$ cat src/sv/ssrsd_pkg.sv
// Shared types, constants and segment table for the seven-segment relay scan driver.
package ssrsd_pkg;

  localparam int DIGIT_COUNT = 4;
  localparam int POS_W       = (DIGIT_COUNT > 1) ? $clog2(DIGIT_COUNT) : 1;
  localparam int LANES       = 4;
  localparam int MAG_W       = 14;
  localparam int REG_IDX_W   = 3;

  localparam logic [7:0] SEG_BLANK = 8'b0000_0000;
  localparam logic [7:0] SEG_DASH  = 8'b0100_0000;
  localparam logic [7:0] CHAR_ZERO = 8'h30;
  localparam logic [7:0] CHAR_NUL  = 8'h00;

  localparam logic signed [31:0] NUM_MAX = 32'sd9999;
  localparam logic signed [31:0] NUM_MIN = -32'sd999;

  localparam logic [REG_IDX_W-1:0] REG_RELAY_RESET_ALL_ON  = 3'd0;
  localparam logic [REG_IDX_W-1:0] REG_DIGIT_SELECT_FIRST  = 3'd1;
  localparam logic [REG_IDX_W-1:0] REG_DIGIT_SELECT_SECOND = 3'd2;
  localparam logic [REG_IDX_W-1:0] REG_DIGIT_SELECT_THIRD  = 3'd3;
  localparam logic [REG_IDX_W-1:0] REG_DIGIT_SELECT_FOURTH = 3'd4;

  // Reciprocal multipliers and shifts giving mag / 10^(3-p) exactly for mag <= 9999.
  localparam logic [15:0] LANE_RECIP [LANES] = '{16'd8389, 16'd5243, 16'd52429, 16'd1};
  localparam logic [4:0]  LANE_SHIFT [LANES] = '{5'd23, 5'd19, 5'd19, 5'd0};

  typedef enum logic [2:0] {
    CMD_SCAN       = 3'd0,
    CMD_RELAYS_ALL = 3'd1,
    CMD_RELAY_BIT  = 3'd2,
    CMD_TEXT       = 3'd3,
    CMD_NUMBER     = 3'd4
  } cmd_e;

  typedef struct packed {
    logic [MAG_W-1:0] q;
    logic [7:0]       glyph;
    logic             nul;
  } lane_res_t;

  function automatic logic [7:0] glyph(input logic [7:0] ch);
    logic [7:0] seg;
    unique case (ch)
      "0": seg = 8'h3F;
      "1": seg = 8'h06;
      "2": seg = 8'h5B;
      "3": seg = 8'h4F;
      "4": seg = 8'h66;
      "5": seg = 8'h6D;
      "6": seg = 8'h7D;
      "7": seg = 8'h07;
      "8": seg = 8'h7F;
      "9": seg = 8'h6F;
      ".": seg = 8'h80;
      "-": seg = 8'h40;
      "_": seg = 8'h08;
      "A": seg = 8'h77;
      "a": seg = 8'h5F;
      "B", "b": seg = 8'h7C;
      "C": seg = 8'h39;
      "c": seg = 8'h58;
      "D", "d": seg = 8'h5E;
      "E": seg = 8'h79;
      "e": seg = 8'h7B;
      "F", "f": seg = 8'h71;
      "G", "g": seg = 8'h6F;
      "H": seg = 8'h76;
      "h": seg = 8'h74;
      "I": seg = 8'h06;
      "i": seg = 8'h10;
      "J", "j": seg = 8'h1E;
      "L": seg = 8'h38;
      "l": seg = 8'h18;
      "M", "m": seg = 8'h37;
      "N", "n": seg = 8'h54;
      "O", "o": seg = 8'h5C;
      "P", "p": seg = 8'h73;
      "Q", "q": seg = 8'h67;
      "R", "r": seg = 8'h50;
      "S", "s": seg = 8'h6D;
      "T", "t": seg = 8'h78;
      "U": seg = 8'h3E;
      "u": seg = 8'h1C;
      "Y", "y": seg = 8'h66;
      "Z", "z": seg = 8'h5B;
      default: seg = SEG_BLANK;
    endcase
    return seg;
  endfunction

endpackage

$ cat src/sv/ssrsd_merge.sv
// Merge of the lane results into the four new segment bytes for text or number.
module ssrsd_merge (
  input  ssrsd_pkg::lane_res_t res_i [ssrsd_pkg::LANES],
  input  logic                 number_i,
  input  logic                 neg_i,
  input  logic                 oor_i,
  output logic [7:0]           seg_o [ssrsd_pkg::LANES]
);

  logic [ssrsd_pkg::MAG_W-1:0] higher [ssrsd_pkg::LANES];
  logic [ssrsd_pkg::MAG_W-1:0] diff   [ssrsd_pkg::LANES];
  logic                        shown  [ssrsd_pkg::LANES];
  logic                        minus  [ssrsd_pkg::LANES];
  logic                        ended  [ssrsd_pkg::LANES];

  always_comb begin
    higher[0] = '0;
    for (int p = 1; p < ssrsd_pkg::LANES; p++) begin
      higher[p] = res_i[p-1].q;
    end
    for (int p = 0; p < ssrsd_pkg::LANES; p++) begin
      diff[p]  = res_i[p].q - ((higher[p] << 3) + (higher[p] << 1));
      shown[p] = (p == ssrsd_pkg::LANES - 1) || (res_i[p].q != '0);
    end
    minus[ssrsd_pkg::LANES-1] = 1'b0;
    for (int p = 0; p < ssrsd_pkg::LANES - 1; p++) begin
      minus[p] = neg_i && !shown[p] && shown[p+1];
    end
    ended[0] = res_i[0].nul;
    for (int p = 1; p < ssrsd_pkg::LANES; p++) begin
      ended[p] = ended[p-1] || res_i[p].nul;
    end
    for (int p = 0; p < ssrsd_pkg::LANES; p++) begin
      if (!number_i) begin
        seg_o[p] = ended[p] ? ssrsd_pkg::SEG_BLANK : res_i[p].glyph;
      end else if (oor_i) begin
        seg_o[p] = (p == 1 || p == 2) ? ssrsd_pkg::SEG_DASH : ssrsd_pkg::SEG_BLANK;
      end else if (shown[p]) begin
        seg_o[p] = ssrsd_pkg::glyph(ssrsd_pkg::CHAR_ZERO + {4'd0, diff[p][3:0]});
      end else if (minus[p]) begin
        seg_o[p] = ssrsd_pkg::SEG_DASH;
      end else begin
        seg_o[p] = ssrsd_pkg::SEG_BLANK;
      end
    end
  end

endmodule

$ cat config.mk
export PLATFORM = sky130hd
export DESIGN_NAME = ssrsd_merge
export DESIGN_NICKNAME = d
export VERILOG_FILES = /design/src/sv/ssrsd_pkg.sv /design/src/sv/ssrsd_merge.sv
export SDC_FILE = /design/constraint.sdc
export NUM_CORES = 1
export LEC_CHECK = 0
export BUFFER_PORTS_ARGS = -buffer_cell sky130_fd_sc_hd__buf_2
export CAP_MARGIN = 20
export CORE_MARGIN = 4
export CORE_UTILIZATION = 45
export DETAILED_ROUTE_END_ITERATION = 7
export GPL_TIMING_DRIVEN = 0
export PLACE_DENSITY_LB_ADDON = 0.25
export SLEW_MARGIN = 20
export SYNTH_ARGS = -nofsm -noshare
export SYNTH_HDL_FRONTEND = slang
export SYNTH_SLANG_ARGS = --single-unit
$ cat constraint.sdc
create_clock -name vclk -period 5.05
set_input_delay 1.2625 -clock vclk [all_inputs]
set_output_delay 1.2625 -clock vclk [all_outputs]
set_load 0.01 [all_outputs]
==> metrics.md, run 1 <==
| Metric | Value |
|---|---|
| Wire length of the first global-routing pass | `9.12 mm` |
| Mapped Nets | `399` |
| Post-layout worst setup margin | `193 ps` |
| Post-route cell area | `2540 µm²` |
| Critical path start-end classification | `in -> out` |
| Worst hold-check path type | `in -> out` |
| Terminating pin of the worst hold path | `seg_o[19]` |
| Number of hold-repair buffers added at the cts stage | `0` |
| Kind of launch point of the worst setup path | `primary input` |
| # clk buffers | `0` |
| Die extent in x | `73.0 µm` |
| Buffers inserted by post-CTS timing repair | `0` |
| Final nets | `515` |
| Power per cell area | `120 nW/µm²` |
| Sequential cells | `0` |
| Die Y-Extent | `73.0 µm` |
| Total Die Area | `5330 µm²` |
| Final critical-path share of the clock period | `96.2%` |
| Maximum operating frequency | `206 MHz` |
| Dominant combinational cell family by area after synthesis | `compound AO/OA/AOI/OAI gates` |
| Final routed DRC violation total | `0` |
| Minimum clock period after layout | `4860 ps` |
| Number of failing setup endpoints in the final timing report | `0` |
| Initial standard-cell utilization of the core | `47.2%` |
| Antenna violations before repair | `0` |
| Unrepaired setup endpoints after global routing | `no` |
| Count of input and output buffers | `114` |
| Worst Hold Path Cells | `4` |
| Routability congestion estimate | `0.891` |
| Summed instance area of the synthesized netlist | `1900 µm²` |
| Peak supply drop | `0.0778 mV` |
| Data required time of the worst path | `3790 ps` |
| Routed length per placed instance | `13.4 µm` |
| Vias | `2395` |
| Total Routed Length | `5.83 mm` |
| First drt pass iteration count | `4` |
| Diode insertion count for antenna repair | `0` |
| Core Rows | `23` |
| Maximum number of pins on one net before global-route repair | `11` |
| Post-synthesis compound-gate area fraction | `31.2%` |
| Crit path max fanout | `10` |
| Transition at the pin with the smallest max-transition slack | `999 ps` |
| Arithmetic-cell share of the synthesized area counting full adders, half adders and majority gates | `22.1%` |
| Number of hold violations in the final report | `0` |
| Top library cells by usage in the layout, fill and taps aside | `sky130_fd_sc_hd__buf_2, sky130_fd_sc_hd__nand2_1, sky130_fd_sc_hd__ha_1, sky130_fd_sc_hd__o21ai_0, sky130_fd_sc_hd__inv_1` |
| Cells after Synth | `272` |
| Status | `finished clean` |
| Remaining global-route overflow | `0` |
| YS warnings | `0` |
| Final hold slack | `2800 ps` |
| Hold path start | `res_i[50]` |
| Top Ports | `127` |
| Total routing usage reported by global routing | `20.4%` |
| Post-route ant nets | `0` |
| Crit path capture type | `primary output` |
| Lkg Pwr | `1.32 nW` |
| Standard cell core area | `4030 µm²` |
| Most common cell after layout, fill and taps aside | `sky130_fd_sc_hd__buf_2` |
| Iter 0 DRT Violations | `65` |
| Fin. max-slew vios | `0` |
| Sum of negative setup slack | `0 ps` |
| Pre-CTS setup slack | `79.1 ps` |
| Utilization after layout | `63.0%` |
| Post-synthesis share of cell area spent on xor and xnor gates | `11.1%` |
| Post-placement cell area | `2530 µm²` |
| Average instance area after synthesis | `6.99 µm²` |
| Area taken by flip-flops and latches | `0 µm²` |
| Vias in the first global route | `2169` |
| Resize count post-CTS | `0` |
| Area growth syn-to-layout | `33.4%` |
| Number of max-cap violations | `0` |
| Seq/Total Area, Yosys | `0%` |
| Simple-Gate Fraction of Synth Area | `25.7%` |
| Share of final-layout standard cells stronger than drive strength 1 | `32.9%` |
| Mux share of post-synthesis cell area | `3.03%` |
| Via density | `5.49` |
| Worst relative slew slack | `32.9%` |
| Number of distinct standard cells referenced by the synthesized netlist | `58` |
| Arr. time, crit path | `3590 ps` |
| HPWL after detailed placement | `4.93 mm` |
stage by stage:
stage / cells / total power, mW
global placement: 436 / 0.298
finish: 436 / 0.304
global route: 436 / 0.341
floorplan: 272 / 0.206
CTS: 436 / 0.302
detailed placement: 436 / 0.300
layer usage:
metal  part of all wire (%)  vias to the layer above  GRT usage, %
met5                      0                        -             0
met4                   0.82                        0          1.84
met3                    9.4                        8          3.03
met2                     49                      104          39.3
met1                     41                     1048          24.3
li1                       -                     1235             -
report_power, final:
part	switching [mW]	internal, mW	total (mW)
Combinational	0.168	0.137	0.304
Clock	0	0	0
Sequential	0	0	0
Total	0.168	0.137	0.304
area by class of cell:
type	instances	area (µm²)
multi-input combinational	240	1770
fill	409	1490
timing repair buffer	114	571
inverter	20	75.1
tap	50	62.6
buffer	12	56.3
logic make-up after synthesis:
logic type	after synthesis
and+or+nand+nor	98
buffers and inverters	32
muxes	5
AOI/OAI and AO/OA	86
adders and majority gates	34
xor gates and xnor gates	17
worst max-delay path by stage:
stage,start,endpoint,depth (start not counted)
floorplan,res_i[9],seg_o[3],10
global placement,res_i[9],seg_o[3],12
detailed placement,res_i[9],seg_o[3],12
CTS,res_i[9],seg_o[3],12
global route,res_i[9],seg_o[3],12
finish,res_i[9],seg_o[3],12
synthesized netlist by cell type, types with 6 or more instances:
| master | n | area [µm²] |
|---|---|---|
| sky130_fd_sc_hd__a21oi_1 | 12 | 60.1 |
| sky130_fd_sc_hd__a22o_1 | 7 | 61.3 |
| sky130_fd_sc_hd__a32o_1 | 7 | 70.1 |
| sky130_fd_sc_hd__clkbuf_1 | 9 | 33.8 |
| sky130_fd_sc_hd__ha_1 | 32 | 400 |
| sky130_fd_sc_hd__inv_1 | 19 | 71.3 |
| sky130_fd_sc_hd__nand2_1 | 40 | 150 |
| sky130_fd_sc_hd__nor2_1 | 16 | 60.1 |
| sky130_fd_sc_hd__nor3_1 | 7 | 35.0 |
| sky130_fd_sc_hd__o21ai_0 | 26 | 130 |
| sky130_fd_sc_hd__xnor2_1 | 7 | 61.3 |
| sky130_fd_sc_hd__xor2_1 | 6 | 52.6 |
worst max-delay path, cell delays in order:
cell                       delay, ps
sky130_fd_sc_hd__buf_2            90
sky130_fd_sc_hd__inv_1            40
sky130_fd_sc_hd__ha_1            190
sky130_fd_sc_hd__nor2_1          210
sky130_fd_sc_hd__clkbuf_2        270
sky130_fd_sc_hd__xnor2_1         170
sky130_fd_sc_hd__ha_1            320
sky130_fd_sc_hd__nor2_1          170
sky130_fd_sc_hd__a21oi_1          50
sky130_fd_sc_hd__or4_1           430
sky130_fd_sc_hd__a32o_1          250
sky130_fd_sc_hd__buf_2           140
Note: power is estimated with default switching activity, not from simulation.
==> run 2: changes to the inputs <==
Settings changed: MAX_ROUTING_LAYER from default to met4.
==> run 2 against run 1 <==
  * Power grew 0.29%
  * Die area did not move
  * Wire length increased by 1.3%
  * Critical endpoint unchanged
  * Critical path depth did not move
  * Non-clock buffer count unchanged
  * Flip-flop and latch count unchanged
  * Combinational power hardly changed
  * Highest routed layer unchanged
  * Worst hold slack better by 1.3 ps
  * Largest cell class unchanged
==> metrics.md, run 2 (synthesis gave the netlist of run 1 again) <==
| Metric | Value |
|---|---|
| Diode insertion count for antenna repair | `0` |
| Arr. time, crit path | `3600 ps` |
| Met2 track demand over resource | `40.3%` |
| Routability congestion estimate | `0.899` |
| Crit-path slowest cell | `sky130_fd_sc_hd__or4_1` |
| Via density | `5.52` |
| Critical path start-end classification | `in -> out` |
| Sum of negative setup slack | `0 ps` |
| Share of final-layout standard cells stronger than drive strength 1 | `32.9%` |
| Top Ports | `127` |
| Crit path capture type | `primary output` |
| Top library cells by usage in the layout, fill and taps aside | `sky130_fd_sc_hd__buf_2, sky130_fd_sc_hd__nand2_1, sky130_fd_sc_hd__ha_1, sky130_fd_sc_hd__o21ai_0, sky130_fd_sc_hd__inv_1` |
| Total Die Area | `5330 µm²` |
| Number of hold violations in the final report | `0` |
| Power per cell area | `120 nW/µm²` |
| Worst relative slew slack | `31.2%` |
| Layer with the highest usage after global routing | `met2` |
| Area taken by flip-flops and latches | `0 µm²` |
| Antenna violations before repair | `0` |
| Maximum number of pins on one net before global-route repair | `11` |
| Dpl cells | `436` |
| Number of hold-repair buffers added at the cts stage | `0` |
| Kind of launch point of the worst setup path | `primary input` |
| Die Y-Extent | `73.0 µm` |
| Worst Hold Path Cells | `4` |
| Final Instance Count excl. Fillers | `436` |
| HPWL after detailed placement | `5.09 mm` |
| Fill cell total of the finished layout | `398` |
| Worst hold-check path type | `in -> out` |
| Sequential cells | `0` |
| CP peak stage delay | `420 ps` |
| Count of input and output buffers | `114` |
| Iter 0 DRT Violations | `77` |
| Total routing usage reported by global routing | `21.3%` |
| Crit path max fanout | `10` |
| Footprint of the multi-input gates | `1770 µm²` |
| Peak supply drop | `0.0808 mV` |
| Wire length of the first global-routing pass | `9.25 mm` |
| Lkg Pwr | `1.32 nW` |
| Data required time of the worst path | `3790 ps` |
| Core Rows | `23` |
| Vias in the first global route | `2189` |
| Global routing usage on met3 | `0.964%` |
| Post-layout worst setup margin | `186 ps` |
| Number of cells on the critical path | `12` |
| Routed length per placed instance | `13.5 µm` |
| Status | `finished clean` |
| Most common cell after layout, fill and taps aside | `sky130_fd_sc_hd__buf_2` |
| Fin. max-slew vios | `0` |
| Pre-CTS setup slack | `54.4 ps` |
| Met1 GRT Util | `26.1%` |
| Post-route ant nets | `0` |
| Worst-path cell chain | `buf_2, inv_1, ha_1, nor2_1, clkbuf_2, xnor2_1, ha_1, nor2_1, a21oi_1, or4_1, a32o_1, buf_2` |
| Number of failing setup endpoints in the final timing report | `0` |
| Standard cell core area | `4030 µm²` |
| Buffers & Inverters on Critical Path | `4` |
| Total Routed Length | `5.90 mm` |
| Area growth syn-to-layout | `33.4%` |
| Minimum clock period after layout | `4860 ps` |
| # clk buffers | `0` |
| Vias | `2405` |
| Number of max-cap violations | `0` |
| Die extent in x | `73.0 µm` |
| Cell type group with the largest total delay on the critical path | `simple AND/OR/NAND/NOR gates` |
| First drt pass iteration count | `4` |
| Unrepaired setup endpoints after global routing | `no` |
| Final critical-path share of the clock period | `96.3%` |
| Transition at the pin with the smallest max-transition slack | `1020 ps` |
| Final routed DRC violation total | `0` |
| Initial standard-cell utilization of the core | `47.2%` |
| Final nets | `515` |
| Maximum operating frequency | `206 MHz` |
| Remaining global-route overflow | `0` |
-- run 2: tightest hold or removal path, cell delays in order --
cell and delay [ps]:
sky130_fd_sc_hd__buf_2 70, sky130_fd_sc_hd__nand2_1 40, sky130_fd_sc_hd__nand2_1 40, sky130_fd_sc_hd__buf_2 120
-- run 2: per-stage QoR --
step	hold slack, ps	util, %	area [µm²]	power, mW
5_1_grt	2820	62.9	2530	0.341
6_report	2800	62.9	2530	0.305
3_5_place_dp	2800	62.9	2530	0.303
4_1_cts	2800	62.9	2530	0.305
2_1_floorplan	2640	-	1900	0.206
3_3_place_gp	2790	62.9	2530	0.298
-- run 2: timing repair --
item | in CTS | in global routing
buffers inserted | 0 | 0
setup endpoints to repair | 0 | 2
gates resized for setup | 0 | 2
-- run 2: area by class of cell --
class	count	share of cell area, %
multi-input combinational	240	69.8
timing repair buffer	114	22.5
buffer	12	2.22
inverter	20	2.96
tap	50	2.47
-- run 2: worst paths after layout --
check | from | endpoint | slack (ps)
worst min-delay path | res_i[50] | seg_o[19] | 2800
worst max-delay path | res_i[9] | seg_o[3] | 190
-- run 2: routing by layer --
metal | routed length (µm) | vias to the layer above
li1 | - | 1234
met1 | 2450 | 1073
met2 | 2990 | 96
met3 | 442 | 2
met4 | 21 | 0
met5 | 0 | -
-- run 2: power by group --
part	leakage, nW	total [mW]	internal (mW)	switching [mW]
Combinational	1.32	0.305	0.137	0.169
Sequential	0	0	0	0
Clock	0	0	0	0
Total	1.32	0.305	0.137	0.169
==> run 3: changes to the inputs <==
Settings changed: RECOVER_POWER from default to 50.
==> run 3 against run 2 <==
  * Critical path depth unchanged
  * Non-clock buffer count did not move
  * Sequential share of layout area unchanged
  * Die area stayed put
==> metrics.md, run 3 (synthesis gave the netlist of run 1 again) <==
| Metric | Value |
|---|---|
| Maximum operating frequency | `206 MHz` |
| Sum of negative setup slack | `0 ps` |
| HPWL after detailed placement | `5.09 mm` |
| Number of failing setup endpoints in the final timing report | `0` |
| Kind of launch point of the worst setup path | `primary input` |
| Number of max-cap violations | `0` |
| Area taken by flip-flops and latches | `0 µm²` |
| Footprint of the multi-input gates | `1760 µm²` |
| Remaining global-route overflow | `0` |
| Total Routed Length | `5.94 mm` |
| Routed length per placed instance | `13.6 µm` |
| Data required time of the worst path | `3790 ps` |
| Top library cells by usage in the layout, fill and taps aside | `sky130_fd_sc_hd__buf_2, sky130_fd_sc_hd__nand2_1, sky130_fd_sc_hd__ha_1, sky130_fd_sc_hd__o21ai_0, sky130_fd_sc_hd__clkbuf_1` |
| Final hold slack | `2800 ps` |
| Post-route ant nets | `0` |
| Sequential cells | `0` |
| Die extent in x | `73.0 µm` |
| Fin. max-slew vios | `0` |
| CP peak stage delay | `420 ps` |
| Unrepaired setup endpoints after global routing | `no` |
| Arr. time, crit path | `3600 ps` |
| Number of hold violations in the final report | `0` |
| Critical path start-end classification | `in -> out` |
| Total routing usage reported by global routing | `21.3%` |
| Final Instance Count excl. Fillers | `436` |
| Vias | `2390` |
| Power per cell area | `121 nW/µm²` |
| Crit-path slowest cell | `sky130_fd_sc_hd__or4_1` |
| Transition at the pin with the smallest max-transition slack | `1020 ps` |
| Worst-path cell chain | `buf_2, inv_1, ha_1, nor2_1, clkbuf_2, xnor2_1, ha_1, nor2_1, a21oi_1, or4_1, a32o_1, buf_2` |
| Most common cell after layout, fill and taps aside | `sky130_fd_sc_hd__buf_2` |
| Status | `finished clean` |
| Minimum clock period after layout | `4860 ps` |
| Fill cell total of the finished layout | `407` |
| Iter 0 DRT Violations | `80` |
| Crit path capture type | `primary output` |
| Initial standard-cell utilization of the core | `47.2%` |
| Antenna violations before repair | `0` |
| Standard cell core area | `4030 µm²` |
| Maximum number of pins on one net before global-route repair | `11` |
| Diode insertion count for antenna repair | `0` |
| Buffers inserted by post-CTS timing repair | `0` |
| Die Y-Extent | `73.0 µm` |
| Crit path max fanout | `10` |
| Via density | `5.48` |
| Dpl cells | `436` |
| # clk buffers | `0` |
| Top Ports | `127` |
| Final critical-path share of the clock period | `96.3%` |
| Lkg Pwr | `1.27 nW` |
| Count of input and output buffers | `114` |
| Final nets | `515` |
| Core Rows | `23` |
| Routability congestion estimate | `0.899` |
| Wire length of the first global-routing pass | `9.25 mm` |
| Area growth syn-to-layout | `32.2%` |
| Peak supply drop | `0.0813 mV` |
| Final routed DRC violation total | `0` |
| Share of final-layout standard cells stronger than drive strength 1 | `29.3%` |
| Worst hold-check path type | `in -> out` |
| Total Die Area | `5330 µm²` |
| First drt pass iteration count | `4` |
| Worst relative slew slack | `31.1%` |
| Vias in the first global route | `2189` |
==> run 3: critical path: cells and delay by family <==
family	cells	cell delay [ps]
simple gates	3	810
buf+inv	4	530
fa+ha+maj	2	500
compound gates	2	300
xor+xnor	1	180
==> run 3: final cells by class <==
class / instances / share of cell area (%)
plain buffers: 12 / 2.24
inverters: 20 / 2.99
multi-input cells: 240 / 70.2
well taps: 50 / 2.49
repair buffers: 114 / 22.1
==> run 3: final timing paths <==
path  cells after the start  slack [ps]         to  startpoint
max                      12         190   seg_o[3]    res_i[9]
min                       4        2800  seg_o[19]   res_i[50]
==> run 3: layer usage <==
| metal | up-vias | wire length (µm) | global-route usage, % |
|---|---|---|---|
| li1 | 1233 | - | - |
| met1 | 1055 | 2410 | 26.1 |
| met2 | 100 | 3010 | 40.3 |
| met3 | 2 | 490 | 0.964 |
| met4 | 0 | 21 | 0.820 |
| met5 | - | 0 | - |
==> run 3: per-stage QoR <==
| step | util (%) | worst slack [ps] | power [mW] | instance area (µm²) |
|---|---|---|---|---|
| 3_3_place_gp | 62.9 | 125 | 0.298 | 2530 |
| 4_1_cts | 62.9 | 50.5 | 0.305 | 2530 |
| 2_1_floorplan | - | 543 | 0.206 | 1900 |
| 3_5_place_dp | 62.9 | 54.4 | 0.303 | 2530 |
| 5_1_grt | 62.4 | 11.8 | 0.339 | 2510 |
| 6_report | 62.4 | 189 | 0.303 | 2510 |
==> run 3: repair_timing <==
| action | CTS | global route |
|---|---|---|
| hold endpoints to repair | 0 | 0 |
| gates resized for setup | 0 | 2 |
| setup endpoints to repair | 0 | 2 |
| hold buffers | 0 | 0 |
==> run 3: power breakdown <==
group | internal (mW) | switching (mW)
registers | 0 | 0
clock network | 0 | 0
logic | 0.134 | 0.169
