==> src/sv/ssrsd_pkg.sv <==
// Shared types, constants and segment table for the seven-segment relay scan driver.
package ssrsd_pkg;

  localparam int DIGIT_COUNT = 4;
  localparam int POS_W       = (DIGIT_COUNT > 1) ? $clog2(DIGIT_COUNT) : 1;
  localparam int LANES       = 4;
  localparam int MAG_W       = 14;
  localparam int REG_IDX_W   = 3;

  localparam logic [7:0] SEG_BLANK = 8'b0000_0000;
  localparam logic [7:0] SEG_DASH  = 8'b0100_0000;
  localparam logic [7:0] CHAR_ZERO = 8'h30;
  localparam logic [7:0] CHAR_NUL  = 8'h00;

  localparam logic signed [31:0] NUM_MAX = 32'sd9999;
  localparam logic signed [31:0] NUM_MIN = -32'sd999;

  localparam logic [REG_IDX_W-1:0] REG_RELAY_RESET_ALL_ON  = 3'd0;
  localparam logic [REG_IDX_W-1:0] REG_DIGIT_SELECT_FIRST  = 3'd1;
  localparam logic [REG_IDX_W-1:0] REG_DIGIT_SELECT_SECOND = 3'd2;
  localparam logic [REG_IDX_W-1:0] REG_DIGIT_SELECT_THIRD  = 3'd3;
  localparam logic [REG_IDX_W-1:0] REG_DIGIT_SELECT_FOURTH = 3'd4;

  // Reciprocal multipliers and shifts giving mag / 10^(3-p) exactly for mag <= 9999.
  localparam logic [15:0] LANE_RECIP [LANES] = '{16'd8389, 16'd5243, 16'd52429, 16'd1};
  localparam logic [4:0]  LANE_SHIFT [LANES] = '{5'd23, 5'd19, 5'd19, 5'd0};

  typedef enum logic [2:0] {
    CMD_SCAN       = 3'd0,
    CMD_RELAYS_ALL = 3'd1,
    CMD_RELAY_BIT  = 3'd2,
    CMD_TEXT       = 3'd3,
    CMD_NUMBER     = 3'd4
  } cmd_e;

  typedef struct packed {
    logic [MAG_W-1:0] q;
    logic [7:0]       glyph;
    logic             nul;
  } lane_res_t;

  function automatic logic [7:0] glyph(input logic [7:0] ch);
    logic [7:0] seg;
    unique case (ch)
      "0": seg = 8'h3F;
      "1": seg = 8'h06;
      "2": seg = 8'h5B;
      "3": seg = 8'h4F;
      "4": seg = 8'h66;
      "5": seg = 8'h6D;
      "6": seg = 8'h7D;
      "7": seg = 8'h07;
      "8": seg = 8'h7F;
      "9": seg = 8'h6F;
      ".": seg = 8'h80;
      "-": seg = 8'h40;
      "_": seg = 8'h08;
      "A": seg = 8'h77;
      "a": seg = 8'h5F;
      "B", "b": seg = 8'h7C;
      "C": seg = 8'h39;
      "c": seg = 8'h58;
      "D", "d": seg = 8'h5E;
      "E": seg = 8'h79;
      "e": seg = 8'h7B;
      "F", "f": seg = 8'h71;
      "G", "g": seg = 8'h6F;
      "H": seg = 8'h76;
      "h": seg = 8'h74;
      "I": seg = 8'h06;
      "i": seg = 8'h10;
      "J", "j": seg = 8'h1E;
      "L": seg = 8'h38;
      "l": seg = 8'h18;
      "M", "m": seg = 8'h37;
      "N", "n": seg = 8'h54;
      "O", "o": seg = 8'h5C;
      "P", "p": seg = 8'h73;
      "Q", "q": seg = 8'h67;
      "R", "r": seg = 8'h50;
      "S", "s": seg = 8'h6D;
      "T", "t": seg = 8'h78;
      "U": seg = 8'h3E;
      "u": seg = 8'h1C;
      "Y", "y": seg = 8'h66;
      "Z", "z": seg = 8'h5B;
      default: seg = SEG_BLANK;
    endcase
    return seg;
  endfunction

endpackage

==> src/sv/ssrsd_lane.sv <==
// One display position lane: decimal weight quotient and text glyph, registered.
module ssrsd_lane (
  input  logic                        clk_i,
  input  logic                        en_i,
  input  logic [ssrsd_pkg::MAG_W-1:0] mag_i,
  input  logic [15:0]                 recip_i,
  input  logic [4:0]                  shift_i,
  input  logic [7:0]                  char_i,
  output ssrsd_pkg::lane_res_t        res_o
);

  logic [29:0]          prod;
  logic [29:0]          scaled;
  ssrsd_pkg::lane_res_t res_q;

  assign prod   = 30'(mag_i) * 30'(recip_i);
  assign scaled = prod >> shift_i;

  always_ff @(posedge clk_i) begin
    if (en_i) begin
      res_q.q     <= scaled[ssrsd_pkg::MAG_W-1:0];
      res_q.glyph <= ssrsd_pkg::glyph(char_i);
      res_q.nul   <= (char_i == ssrsd_pkg::CHAR_NUL);
    end
  end

  assign res_o = res_q;

endmodule

==> config.mk <==
export PLATFORM = sky130hd
export DESIGN_NAME = ssrsd_lane
export DESIGN_NICKNAME = d
export VERILOG_FILES = /design/src/sv/ssrsd_pkg.sv /design/src/sv/ssrsd_lane.sv
export SDC_FILE = /design/constraint.sdc
export NUM_CORES = 1
export LEC_CHECK = 0
export ABC_AREA = 1
export BUFFER_PORTS_ARGS = -buffer_cell sky130_fd_sc_hd__buf_2
export CORE_MARGIN = 4
export CORE_UTILIZATION = 50
export DETAILED_ROUTE_END_ITERATION = 8
export PLACE_DENSITY = 0.68
export SLEW_MARGIN = 20
export SYNTH_ARGS = -nofsm -noshare
export SYNTH_HDL_FRONTEND = slang
export SYNTH_SLANG_ARGS = --single-unit
==> constraint.sdc <==
create_clock -name clk_i -period 6.5 [get_ports clk_i]
set_input_delay 0 -clock clk_i [delete_from_list [all_inputs] [get_ports clk_i]]
set_output_delay 0 -clock clk_i [all_outputs]
set_load 0.02 [all_outputs]
==> impl_summary.txt, run 1 <==
----------------------------------------------------
[Layout]
  Final std cell area, no fill ... 11,800 sq um
  Share of the core filled with cells ... 52.4%
  Total of fill cells in the finished design ... 2,281
  Highest-count cells in the layout ignoring fill and taps ... sky130_fd_sc_hd__nand2_1 (531), sky130_fd_sc_hd__inv_1 (368), sky130_fd_sc_hd__nand3_1 (206), sky130_fd_sc_hd__fa_1 (165), sky130_fd_sc_hd__ha_1 (100)
  Layout cell share with drive strength beyond 1 ... 8.35%
  Filler-free cell count of the finished design ... 1,973
  Number of flip-flops in the largest register ... 23
  Commonest non-fill, non-tap cell in the layout ... sky130_fd_sc_hd__nand2_1
  Net count of the finished layout ... 1,999
  Count of antenna diodes in the layout ... 0
  Area growth syn-to-layout ... 3.38%

[Placed design]
  Total cell area at the placement stage ... 11,700 sq um
  # placed instances ... 1,969
  Placer's final routability congestion estimate ... 0.935
  Port buffer count ... 67
  Detailed placement HPWL ... 24,700 um

[Timing]
  Count of final setup violators ... 0
  Slew at the pin closest to its max-slew limit ... 0.992 ns
  Maximum clock rate ... 0.179 GHz
  Setup repair after global routing missed its margin ... no
  Final-layout setup total negative slack ... 0 ns
  Final Hold Violating Endpoints ... 0
  Period minus WS final ... 5.60 ns
  Total count of max-transition violations in the final report ... 0
  Max-slew headroom ... 33.4%
  Final Cycle Share ... 86.1%

[Drt]
  Post-DR wirelength/cell ... 15.1 um
  Total vias in the final route ... 10.6k
  Number of detailed-routing iterations run before antenna repair ... 8
  Number of nets with antenna violations after routing ... 0
  Number of remaining DRC errors ... 0
  Via/cell ratio ... 5.37
  DRT Wirelength ... 29,800 um
  Number of design-rule violations left by the first detailed-router iteration ... 740

[Global routing]
  Pin count of the biggest net entering global routing ... 38
  Total global routing overflow ... 0
  Global-route wire length before repair ... 52,200 um
  Via count of the first global-routing pass ... 10.9k
  Global-route total usage across every layer ... 24.2%
  Number of antenna violations at the first check in global routing ... 0

[Floorplan]
  Row Count ... 55
  Number of placed I/O pins ... 68
  Floorplan Core Area ... 22,600 sq um
  Starting density of the core ... 50.6%
  Vert. Die Dim ... 159 um
  Total Die Area ... 25,300 sq um
  Chip width ... 159 um

[Synth]
  Summed instance area of the synthesized netlist ... 11,400 sq um
  Number of synthesized register bits ... 23
  Number of unique standard cell types used by synthesis ... 40
  Post-Syn Nets ... 2,005
  Register area share after synthesis ... 6.04%
  Synthesized netlist cell count ... 1,695
  Top post-synthesis cells by area ... sky130_fd_sc_hd__fa_1 (29%), sky130_fd_sc_hd__nand2_1 (17%), sky130_fd_sc_hd__inv_1 (12%)
  Area share of the largest cell type after synthesis ... 28.9%
  Yosys warns ... 0
  Biggest area consumer among synthesized cells ... sky130_fd_sc_hd__fa_1
  Mapped Avg Cell Area ... 6.74 sq um

[Flow run]
  Number of max-capacitance violations reported ... 0

[Clock tree]
  Root cell of the clock tree ... sky130_fd_sc_hd__clkbuf_16
  Post-CTS setup repair buffer count ... 0
  CTS Buf Count ... 3
  Clock H-tree levels ... 1
  Number of sinks handled by clock tree synthesis ... 23
  CTS tree ... done
  Post-cts resize count ... 0
  Clock-pin slew reported for the worst setup and hold paths after clock tree synthesis ... 0.06 ns
  Hold-fix buffers at CTS ... 0
  Worst-case clock buffer depth ... 2

[Critical path]
  Worst setup SP type ... input port
  Crit Path Class ... in2reg
  Kind of capture point of the worst setup path ... flip-flop
  Arr. time, crit path ... 5.61 ns
  Worst-path fanout max ... 16
  Critical Path RT ... 6.51 ns

[Outcome]
  Status ... finished clean

[Min path]
  Tightest Hold Check Type ... in2reg

----------------------------------------------------
==> synth_stat cells <==
master                      count
sky130_fd_sc_hd__nor2_2         9
sky130_fd_sc_hd__o21ai_0       11
sky130_fd_sc_hd__a21oi_1       29
sky130_fd_sc_hd__buf_6          4
sky130_fd_sc_hd__or2_2          4
sky130_fd_sc_hd__o2111ai_1      2
sky130_fd_sc_hd__fa_1         165
sky130_fd_sc_hd__clkbuf_4       3
sky130_fd_sc_hd__xnor2_1        3
sky130_fd_sc_hd__o211ai_1       9
sky130_fd_sc_hd__xor2_1         5
sky130_fd_sc_hd__nor3_1         7
sky130_fd_sc_hd__nand3_1      206
sky130_fd_sc_hd__clkbuf_1      54
sky130_fd_sc_hd__o311ai_0       4
sky130_fd_sc_hd__nor2_1        42
sky130_fd_sc_hd__o22ai_1        1
sky130_fd_sc_hd__buf_4          8
sky130_fd_sc_hd__clkbuf_8       1
sky130_fd_sc_hd__clkinv_1       4
sky130_fd_sc_hd__edfxtp_1      23
sky130_fd_sc_hd__nand3b_1       6
sky130_fd_sc_hd__inv_1        368
sky130_fd_sc_hd__o21ai_1        2
sky130_fd_sc_hd__a21oi_2        1
sky130_fd_sc_hd__nand3_2       23
sky130_fd_sc_hd__nor2_4         4
sky130_fd_sc_hd__nand2_2       24
sky130_fd_sc_hd__a22oi_1        1
sky130_fd_sc_hd__a311oi_1       1
sky130_fd_sc_hd__nand2_1      531
sky130_fd_sc_hd__nand3b_4       1
sky130_fd_sc_hd__nor3b_1        1
sky130_fd_sc_hd__a31oi_1        4
sky130_fd_sc_hd__buf_2          8
sky130_fd_sc_hd__nand4_1       20
sky130_fd_sc_hd__nor4_1         1
sky130_fd_sc_hd__inv_2          4
sky130_fd_sc_hd__or2_1          1
sky130_fd_sc_hd__ha_1         100
==> cells by family after synthesis <==
kind of cell | after synthesis | synth area share (%)
compound gates | 65 | 3.38
xor+xnor | 8 | 0.613
fa+ha+maj | 265 | 39.8
buf+inv | 454 | 15.7
flops | 23 | 6.04
simple gates | 880 | 34.4
==> metal layers <==
metal | track usage (%) | up-vias | routed length [um]
met5 | 0 | - | 0
met4 | 4.77 | 0 | 628
met3 | 2.95 | 56 | 1660
met2 | 41.7 | 354 | 14400
met1 | 33.3 | 5044 | 13200
li1 | - | 5149 | -
==> critical path, cell delays in order <==
cell and delay, ns:
sky130_fd_sc_hd__buf_2 0.31, sky130_fd_sc_hd__nand2_1 0.13, sky130_fd_sc_hd__fa_1 0.54, sky130_fd_sc_hd__inv_1 0.05, sky130_fd_sc_hd__fa_1 0.50, sky130_fd_sc_hd__inv_1 0.06
sky130_fd_sc_hd__fa_1 0.53, sky130_fd_sc_hd__inv_1 0.05, sky130_fd_sc_hd__fa_1 0.44, sky130_fd_sc_hd__fa_1 0.49, sky130_fd_sc_hd__inv_1 0.05, sky130_fd_sc_hd__fa_1 0.48
sky130_fd_sc_hd__inv_1 0.05, sky130_fd_sc_hd__ha_1 0.40, sky130_fd_sc_hd__nand2_2 0.13, sky130_fd_sc_hd__nor2_4 0.19, sky130_fd_sc_hd__nand2_1 0.08, sky130_fd_sc_hd__nor2_1 0.13
sky130_fd_sc_hd__nand2_1 0.13, sky130_fd_sc_hd__nand4_1 0.17, sky130_fd_sc_hd__nand3_2 0.12, sky130_fd_sc_hd__nand3_1 0.14, sky130_fd_sc_hd__nand3_1 0.11, sky130_fd_sc_hd__nand3_1 0.13
sky130_fd_sc_hd__nand2_1 0.10, sky130_fd_sc_hd__inv_1 0.07, sky130_fd_sc_hd__nand2_1 0.05
==> worst paths after layout <==
check,start,end,slack [ns],cells past startpoint
min,char_i[7],res_o[5],0.10,2
max,mag_i[5],res_o[13],0.90,27
==> layout make-up <==
class / count / area [sq um] / share of cell area [%]
Multi-Input combinational cell: 1218 / 8940 / 75.7
Inverter: 376 / 1410 / 11.9
Sequential cell: 23 / 691 / 5.84
Tap cell: 285 / 357 / 3.02
Timing Repair Buffer: 67 / 335 / 2.84
Clock buffer: 4 / 78.8 / 0.667
==> per-stage QoR <==
stage	hold WS [ns]	setup WS (ns)
floorplan	0.112	1.08
global placement	0.370	0.712
detailed placement	0.365	0.695
CTS	0.0946	0.965
global route	0.103	0.552
finish	0.101	0.904
Power of run 1 is not shown: default switching activity piles up to over one toggle a cycle in this logic, so the estimate is an artifact.
==> inputs of run 2 (changes only) <==
--- a/config.mk
+++ b/config.mk
@@ -7,7 +7,7 @@
 export LEC_CHECK = 0
 export ABC_AREA = 1
 export BUFFER_PORTS_ARGS = -buffer_cell sky130_fd_sc_hd__buf_2
-export CORE_MARGIN = 4
+export CORE_MARGIN = 8
 export CORE_UTILIZATION = 50
 export DETAILED_ROUTE_END_ITERATION = 8
 export PLACE_DENSITY = 0.68
==> impl_summary.txt, run 2 (synthesis results as in run 1) <==
----------------------------------------------------
[Timing]
  Setup repair after global routing missed its margin ... no (unchanged)
  Final Cycle Share ... 86.8% (was 86.1%)
  Maximum clock rate ... 0.177 GHz (was 0.179 GHz)
  Final Hold Violating Endpoints ... 0 (unchanged)
  Total count of max-transition violations in the final report ... 0 (unchanged)
  Max-slew headroom ... 33.5% (was 33.4%)
  Slew at the pin closest to its max-slew limit ... 0.992 ns (about the same)
  Period minus WS final ... 5.64 ns (was 5.60 ns)
  Final-layout setup total negative slack ... 0 ns (unchanged)
  Count of final setup violators ... 0 (unchanged)

[Placed design]
  Placer's final routability congestion estimate ... 0.950 (was 0.935)
  Port buffer count ... 67 (unchanged)
  Detailed placement HPWL ... 25,200 um (was 24,700 um)

[Critical path]
  Worst path top cell family by delay ... adder cells (unchanged)
  Critical Path RT ... 6.51 ns (about the same)
  Buffers and inverters on the worst path ... 6 (was 7)
  Kind of capture point of the worst setup path ... flip-flop (unchanged)
  Critical Path Max Stage Delay ... 0.55 ns (was 0.54 ns)
  Worst-path fanout max ... 16 (unchanged)
  Arr. time, crit path ... 5.65 ns (was 5.61 ns)
  Cell type with the highest occurrence count on the critical path ... sky130_fd_sc_hd__fa_1
  Worst setup SP type ... input port (unchanged)
  Crit Path Class ... in2reg (unchanged)
  Slowest cell on the critical path ... sky130_fd_sc_hd__fa_1 (unchanged)

[Floorplan]
  Total Die Area ... 28,000 sq um (was 25,300 sq um)
  Vert. Die Dim ... 167 um (was 159 um)
  Number of placed I/O pins ... 68 (unchanged)
  Row Count ... 55 (unchanged)
  Floorplan Core Area ... 22,600 sq um (unchanged)
  Chip width ... 167 um (was 159 um)
  Starting density of the core ... 50.6% (unchanged)

[Layout]
  Count of antenna diodes in the layout ... 0 (unchanged)
  Commonest non-fill, non-tap cell in the layout ... sky130_fd_sc_hd__nand2_1 (unchanged)
  Total of fill cells in the finished design ... 2,351 (was 2,281)
  Total area of multi-input combinational cells ... 8940 sq um (unchanged)
  Area growth syn-to-layout ... 3.45% (was 3.38%)
  Register cell area after layout ... 691 sq um (unchanged)
  Number of flip-flops in the largest register ... 23 (unchanged)
  Net count of the finished layout ... 2,000 (was 1,999)
  Highest-count cells in the layout ignoring fill and taps ... sky130_fd_sc_hd__nand2_1 (531), sky130_fd_sc_hd__inv_1 (368), sky130_fd_sc_hd__nand3_1 (206), sky130_fd_sc_hd__fa_1 (165), sky130_fd_sc_hd__ha_1 (100) (unchanged)
  Layout cell share with drive strength beyond 1 ... 8.35% (about the same)

[Clock tree]
  Clock-pin slew reported for the worst setup and hold paths after clock tree synthesis ... 0.06 ns (about the same)
  Worst-case clock buffer depth ... 2 (unchanged)
  CTS Buf Count ... 3 (unchanged)
  Post-cts resize count ... 0 (unchanged)
  Post-CTS setup repair buffer count ... 0 (unchanged)
  Clock H-tree levels ... 1 (unchanged)
  Root cell of the clock tree ... sky130_fd_sc_hd__clkbuf_16 (unchanged)
  Hold-fix buffers at CTS ... 0 (unchanged)
  CTS tree ... done (unchanged)
  Number of sinks handled by clock tree synthesis ... 23 (unchanged)

[Global routing]
  Total global routing overflow ... 0 (unchanged)
  Pin count of the biggest net entering global routing ... 38 (unchanged)
  Via count of the first global-routing pass ... 11.0k (was 10.9k)
  Number of antenna violations at the first check in global routing ... 0 (unchanged)
  Global-route total usage across every layer ... 22.7% (was 24.2%)
  Global-route wire length before repair ... 53,300 um (was 52,200 um)

[Drt]
  Number of design-rule violations left by the first detailed-router iteration ... 959 (was 740)
  Number of remaining DRC errors ... 0 (unchanged)
  Number of nets with antenna violations after routing ... 0 (unchanged)
  Via/cell ratio ... 5.37 (about the same)
  Number of detailed-routing iterations run before antenna repair ... 5 (was 8)
  Total vias in the final route ... 10.6k (about the same)
  Post-DR wirelength/cell ... 15.4 um (was 15.1 um)
  DRT Wirelength ... 30,400 um (was 29,800 um)

[Outcome]
  Status ... finished clean (unchanged)

[Min path]
  Tightest Hold Check Type ... in2reg (unchanged)

[Flow run]
  Number of max-capacitance violations reported ... 0 (unchanged)

----------------------------------------------------
==> run 2: cell types whose count changed in the layout (fill, tap and decap cells not counted) <==
cell	before	now
sky130_fd_sc_hd__inv_2	5	4
sky130_fd_sc_hd__buf_4	0	1
sky130_fd_sc_hd__clkinv_1	3	4
==> run 2: cell type report <==
| class | instances | share of cell area [%] |
|---|---|---|
| multi-input cells | 1218 | 75.6 |
| inverters | 376 | 11.9 |
| flip-flops and latches | 23 | 5.84 |
| well taps | 285 | 3.02 |
| repair buffers | 68 | 2.90 |
| clock buffers | 4 | 0.667 |
==> run 2: path summary, 6_finish.rpt <==
kind / startpoint / endpoint / slack [ns] / depth (start not counted)
min: char_i[7] / res_o[4] / 0.09 / 2
max: mag_i[5] / res_o[19] / 0.86 / 26
==> run 2: per-layer routing <==
layer | track usage [%] | vias up | routed length, um
li1 | - | 5144 | -
met4 | 3.14 | 0 | 367
met1 | 30.5 | 5087 | 13500
met5 | 0 | - | 0
met3 | 2.33 | 30 | 1790
met2 | 39.9 | 333 | 14800
==> run 2: per-stage QoR <==
stage          instance area (sq um)  util, %  worst slack [ns]  hold slack, ns  instances
3_5_place_dp                   11700     52.0             0.653           0.369       1970
2_1_floorplan                  11400        -              1.08           0.112       1695
3_3_place_gp                   11700     52.0             0.645           0.364       1970
4_1_cts                        11800     52.4             0.913          0.0975       1974
6_report                       11800     52.4             0.858          0.0927       1974
5_1_grt                        11800     52.4             0.474           0.113       1974
Power of run 2 is left out for the same reason.
==> inputs of run 3 (changes only) <==
--- a/config.mk
+++ b/config.mk
@@ -5,7 +5,6 @@
 export SDC_FILE = /design/constraint.sdc
 export NUM_CORES = 1
 export LEC_CHECK = 0
-export ABC_AREA = 1
 export BUFFER_PORTS_ARGS = -buffer_cell sky130_fd_sc_hd__buf_2
 export CORE_MARGIN = 8
 export CORE_UTILIZATION = 50
==> impl_summary.txt, run 3 <==
----------------------------------------------------
[Outcome]
  Status ... finished clean (unchanged)

[Global routing]
  Pin count of the biggest net entering global routing ... 36 (was 38)
  Global-route wire length before repair ... 49,200 um (was 53,300 um)
  Total global routing overflow ... 0 (unchanged)
  Global-route total usage across every layer ... 22.2% (was 22.7%)
  Via count of the first global-routing pass ... 9,992 (was 11.0k)
  Number of antenna violations at the first check in global routing ... 0 (unchanged)

[Flow run]
  Number of max-capacitance violations reported ... 0 (unchanged)

[Synth]
  Number of unique standard cell types used by synthesis ... 82 (was 40)
  Mapped Avg Cell Area ... 8.36 sq um (was 6.74 sq um)
  Top post-synthesis cells by area ... sky130_fd_sc_hd__fa_1 (30%), sky130_fd_sc_hd__ha_1 (11%), sky130_fd_sc_hd__nand2_1 (6.5%) (was sky130_fd_sc_hd__fa_1 (29%), sky130_fd_sc_hd__nand2_1 (17%), sky130_fd_sc_hd__inv_1 (12%))
  Summed instance area of the synthesized netlist ... 10,900 sq um (was 11,400 sq um)
  Asr flop ratio synth ... 0% (unchanged)
  Top-count cell post-synth ... sky130_fd_sc_hd__nand2_1 (unchanged)
  Register area share after synthesis ... 6.31% (was 6.04%)
  Area share of the largest cell type after synthesis ... 30.2% (was 28.9%)
  Most frequent cells after synthesis ... sky130_fd_sc_hd__nand2_1 (191), sky130_fd_sc_hd__inv_1 (171), sky130_fd_sc_hd__fa_1 (165) (was sky130_fd_sc_hd__nand2_1 (531), sky130_fd_sc_hd__inv_1 (368), sky130_fd_sc_hd__nand3_1 (206))
  Post-Syn Nets ... 1,619 (was 2,005)
  Yosys warns ... 0 (unchanged)
  Number of synthesized register bits ... 23 (unchanged)
  Number of enable flip-flop cells after synthesis ... 23 (unchanged)
  Biggest area consumer among synthesized cells ... sky130_fd_sc_hd__fa_1 (unchanged)
  Ys flop type ... sky130_fd_sc_hd__edfxtp_1 (unchanged)
  Synthesized netlist cell count ... 1,309 (was 1,695)

[Clock tree]
  CTS Buf Count ... 3 (unchanged)
  Clock H-tree levels ... 1 (unchanged)
  Clock-pin slew reported for the worst setup and hold paths after clock tree synthesis ... 0.06 ns (about the same)
  Number of sinks handled by clock tree synthesis ... 23 (unchanged)
  Post-CTS setup repair buffer count ... 0 (unchanged)
  Worst-case clock buffer depth ... 2 (unchanged)
  Root cell of the clock tree ... sky130_fd_sc_hd__clkbuf_16 (unchanged)
  Hold-fix buffers at CTS ... 0 (unchanged)
  Post-cts resize count ... 0 (unchanged)
  CTS tree ... done (unchanged)

[Floorplan]
  Row Count ... 54 (was 55)
  Total Die Area ... 26,900 sq um (was 28,000 sq um)
  Starting density of the core ... 50.5% (was 50.6%)
  Chip width ... 164 um (was 167 um)
  Vert. Die Dim ... 164 um (was 167 um)
  Number of placed I/O pins ... 68 (unchanged)
  Floorplan Core Area ... 21,700 sq um (was 22,600 sq um)

[Drt]
  DRT Wirelength ... 28,900 um (was 30,400 um)
  Total vias in the final route ... 9,758 (was 10.6k)
  Number of nets with antenna violations after routing ... 0 (unchanged)
  Number of detailed-routing iterations run before antenna repair ... 5 (unchanged)
  Post-DR wirelength/cell ... 17.7 um (was 15.4 um)
  Number of design-rule violations left by the first detailed-router iteration ... 665 (was 959)
  Via/cell ratio ... 5.97 (was 5.37)
  Number of remaining DRC errors ... 0 (unchanged)

[Layout]
  Count of antenna diodes in the layout ... 0 (unchanged)
  Area growth syn-to-layout ... 7.58% (was 3.45%)
  Register cell area after layout ... 691 sq um (unchanged)
  Total area of multi-input combinational cells ... 9260 sq um (was 8940 sq um)
  Share of the core filled with cells ... 54.3% (was 52.4%)
  Layout cell share with drive strength beyond 1 ... 12.7% (was 8.35%)
  Total of fill cells in the finished design ... 2,056 (was 2,351)
  Number of flip-flops in the largest register ... 23 (unchanged)
  Filler-free cell count of the finished design ... 1,634 (was 1,974)
  Highest-count cells in the layout ignoring fill and taps ... sky130_fd_sc_hd__nand2_1 (191), sky130_fd_sc_hd__inv_1 (171), sky130_fd_sc_hd__fa_1 (165), sky130_fd_sc_hd__and2_1 (103), sky130_fd_sc_hd__ha_1 (100) (was sky130_fd_sc_hd__nand2_1 (531), sky130_fd_sc_hd__inv_1 (368), sky130_fd_sc_hd__nand3_1 (206), sky130_fd_sc_hd__fa_1 (165), sky130_fd_sc_hd__ha_1 (100))
  Net count of the finished layout ... 1,665 (was 2,000)
  Commonest non-fill, non-tap cell in the layout ... sky130_fd_sc_hd__nand2_1 (unchanged)

[Timing]
  Max-slew headroom ... 30.7% (was 33.5%)
  Maximum clock rate ... 0.160 GHz (was 0.177 GHz)
  Slew at the pin closest to its max-slew limit ... 1.04 ns (was 0.992 ns)
  Final Cycle Share ... 96.0% (was 86.8%)
  Worst Hold Slack ... 0.109 ns (was 0.0927 ns)
  Setup repair after global routing missed its margin ... no (unchanged)
  Total count of max-transition violations in the final report ... 0 (unchanged)
  Period minus WS final ... 6.24 ns (was 5.64 ns)
  Count of final setup violators ... 0 (unchanged)
  Final Hold Violating Endpoints ... 0 (unchanged)

[Critical path]
  Critical Path RT ... 6.50 ns (was 6.51 ns)
  Worst-path fanout max ... 7 (was 16)
  Worst setup SP type ... input port (unchanged)
  Crit Path Class ... in2reg (unchanged)
  Arr. time, crit path ... 6.24 ns (was 5.65 ns)
  Kind of capture point of the worst setup path ... flip-flop (unchanged)

[Placed design]
  Port buffer count ... 67 (unchanged)
  # placed instances ... 1,630 (was 1,970)
  Placer's final routability congestion estimate ... 0.941 (was 0.950)
  Detailed placement HPWL ... 24,100 um (was 25,200 um)

[Min path]
  Tightest Hold Check Type ... in2reg (unchanged)

----------------------------------------------------
run 3: cell families (layout without fill, tap and decap cells):
kind of cell,after synthesis,count (layout),share of synthesized area (%)
compound gates,277,277,17.2
simple gates,444,444,19.8
buf+inv,253,298,9.67
mux,28,28,3.91
xor+xnor,19,19,1.52
flops,23,23,6.31
fa+ha+maj,265,265,41.6
run 3: cell type report:
class / count / area share [%]
inverters: 173 / 5.51
multi-input cells: 1033 / 78.7
repair buffers: 121 / 6.29
well taps: 280 / 2.97
clock inverters: 1 / 0.0637
flip-flops and latches: 23 / 5.86
clock buffers: 3 / 0.637
run 3: path summary, 6_finish.rpt:
check | startpoint | to | slack (ns) | cells past startpoint
worst max-delay path | recip_i[7] | res_o[9] | 0.26 | 23
worst min-delay path | char_i[7] | res_o[5] | 0.11 | 2
run 3: metal layers:
metal	up-vias	wire [um]	GRT usage (%)
li1	4537	-	-
met1	4869	13000	29.6
met2	300	14000	38.0
met3	52	1330	2.18
met4	0	652	5.58
met5	-	0	0
run 3: worst max-delay path: stages:
cell and delay, ns:
sky130_fd_sc_hd__buf_2 0.14, sky130_fd_sc_hd__and2_1 0.18, sky130_fd_sc_hd__fa_1 0.53, sky130_fd_sc_hd__inv_1 0.05
sky130_fd_sc_hd__fa_1 0.47, sky130_fd_sc_hd__inv_1 0.05, sky130_fd_sc_hd__fa_1 0.51, sky130_fd_sc_hd__inv_1 0.06
sky130_fd_sc_hd__fa_1 0.53, sky130_fd_sc_hd__inv_1 0.05, sky130_fd_sc_hd__fa_1 0.49, sky130_fd_sc_hd__fa_1 0.42
sky130_fd_sc_hd__ha_1 0.35, sky130_fd_sc_hd__and3_2 0.20, sky130_fd_sc_hd__buf_4 0.12, sky130_fd_sc_hd__o211ai_1 0.12
sky130_fd_sc_hd__a211oi_1 0.53, sky130_fd_sc_hd__o31ai_1 0.22, sky130_fd_sc_hd__o32ai_2 0.32, sky130_fd_sc_hd__a211oi_1 0.13
sky130_fd_sc_hd__buf_4 0.17, sky130_fd_sc_hd__a21o_1 0.17, sky130_fd_sc_hd__mux4_2 0.43
run 3: metrics by stage:
step	worst slack, ns	instance area (sq um)	TNS (ns)
final	0.260	11800	0
after global routing	0.00645	11800	0
after CTS	0.156	11700	0
after detailed placement	-0.0981	11600	-0.0981
after global placement	-0.0853	11600	-0.0853
after floorplan	0.212	10900	0
Power of run 3 is left out for the same reason.
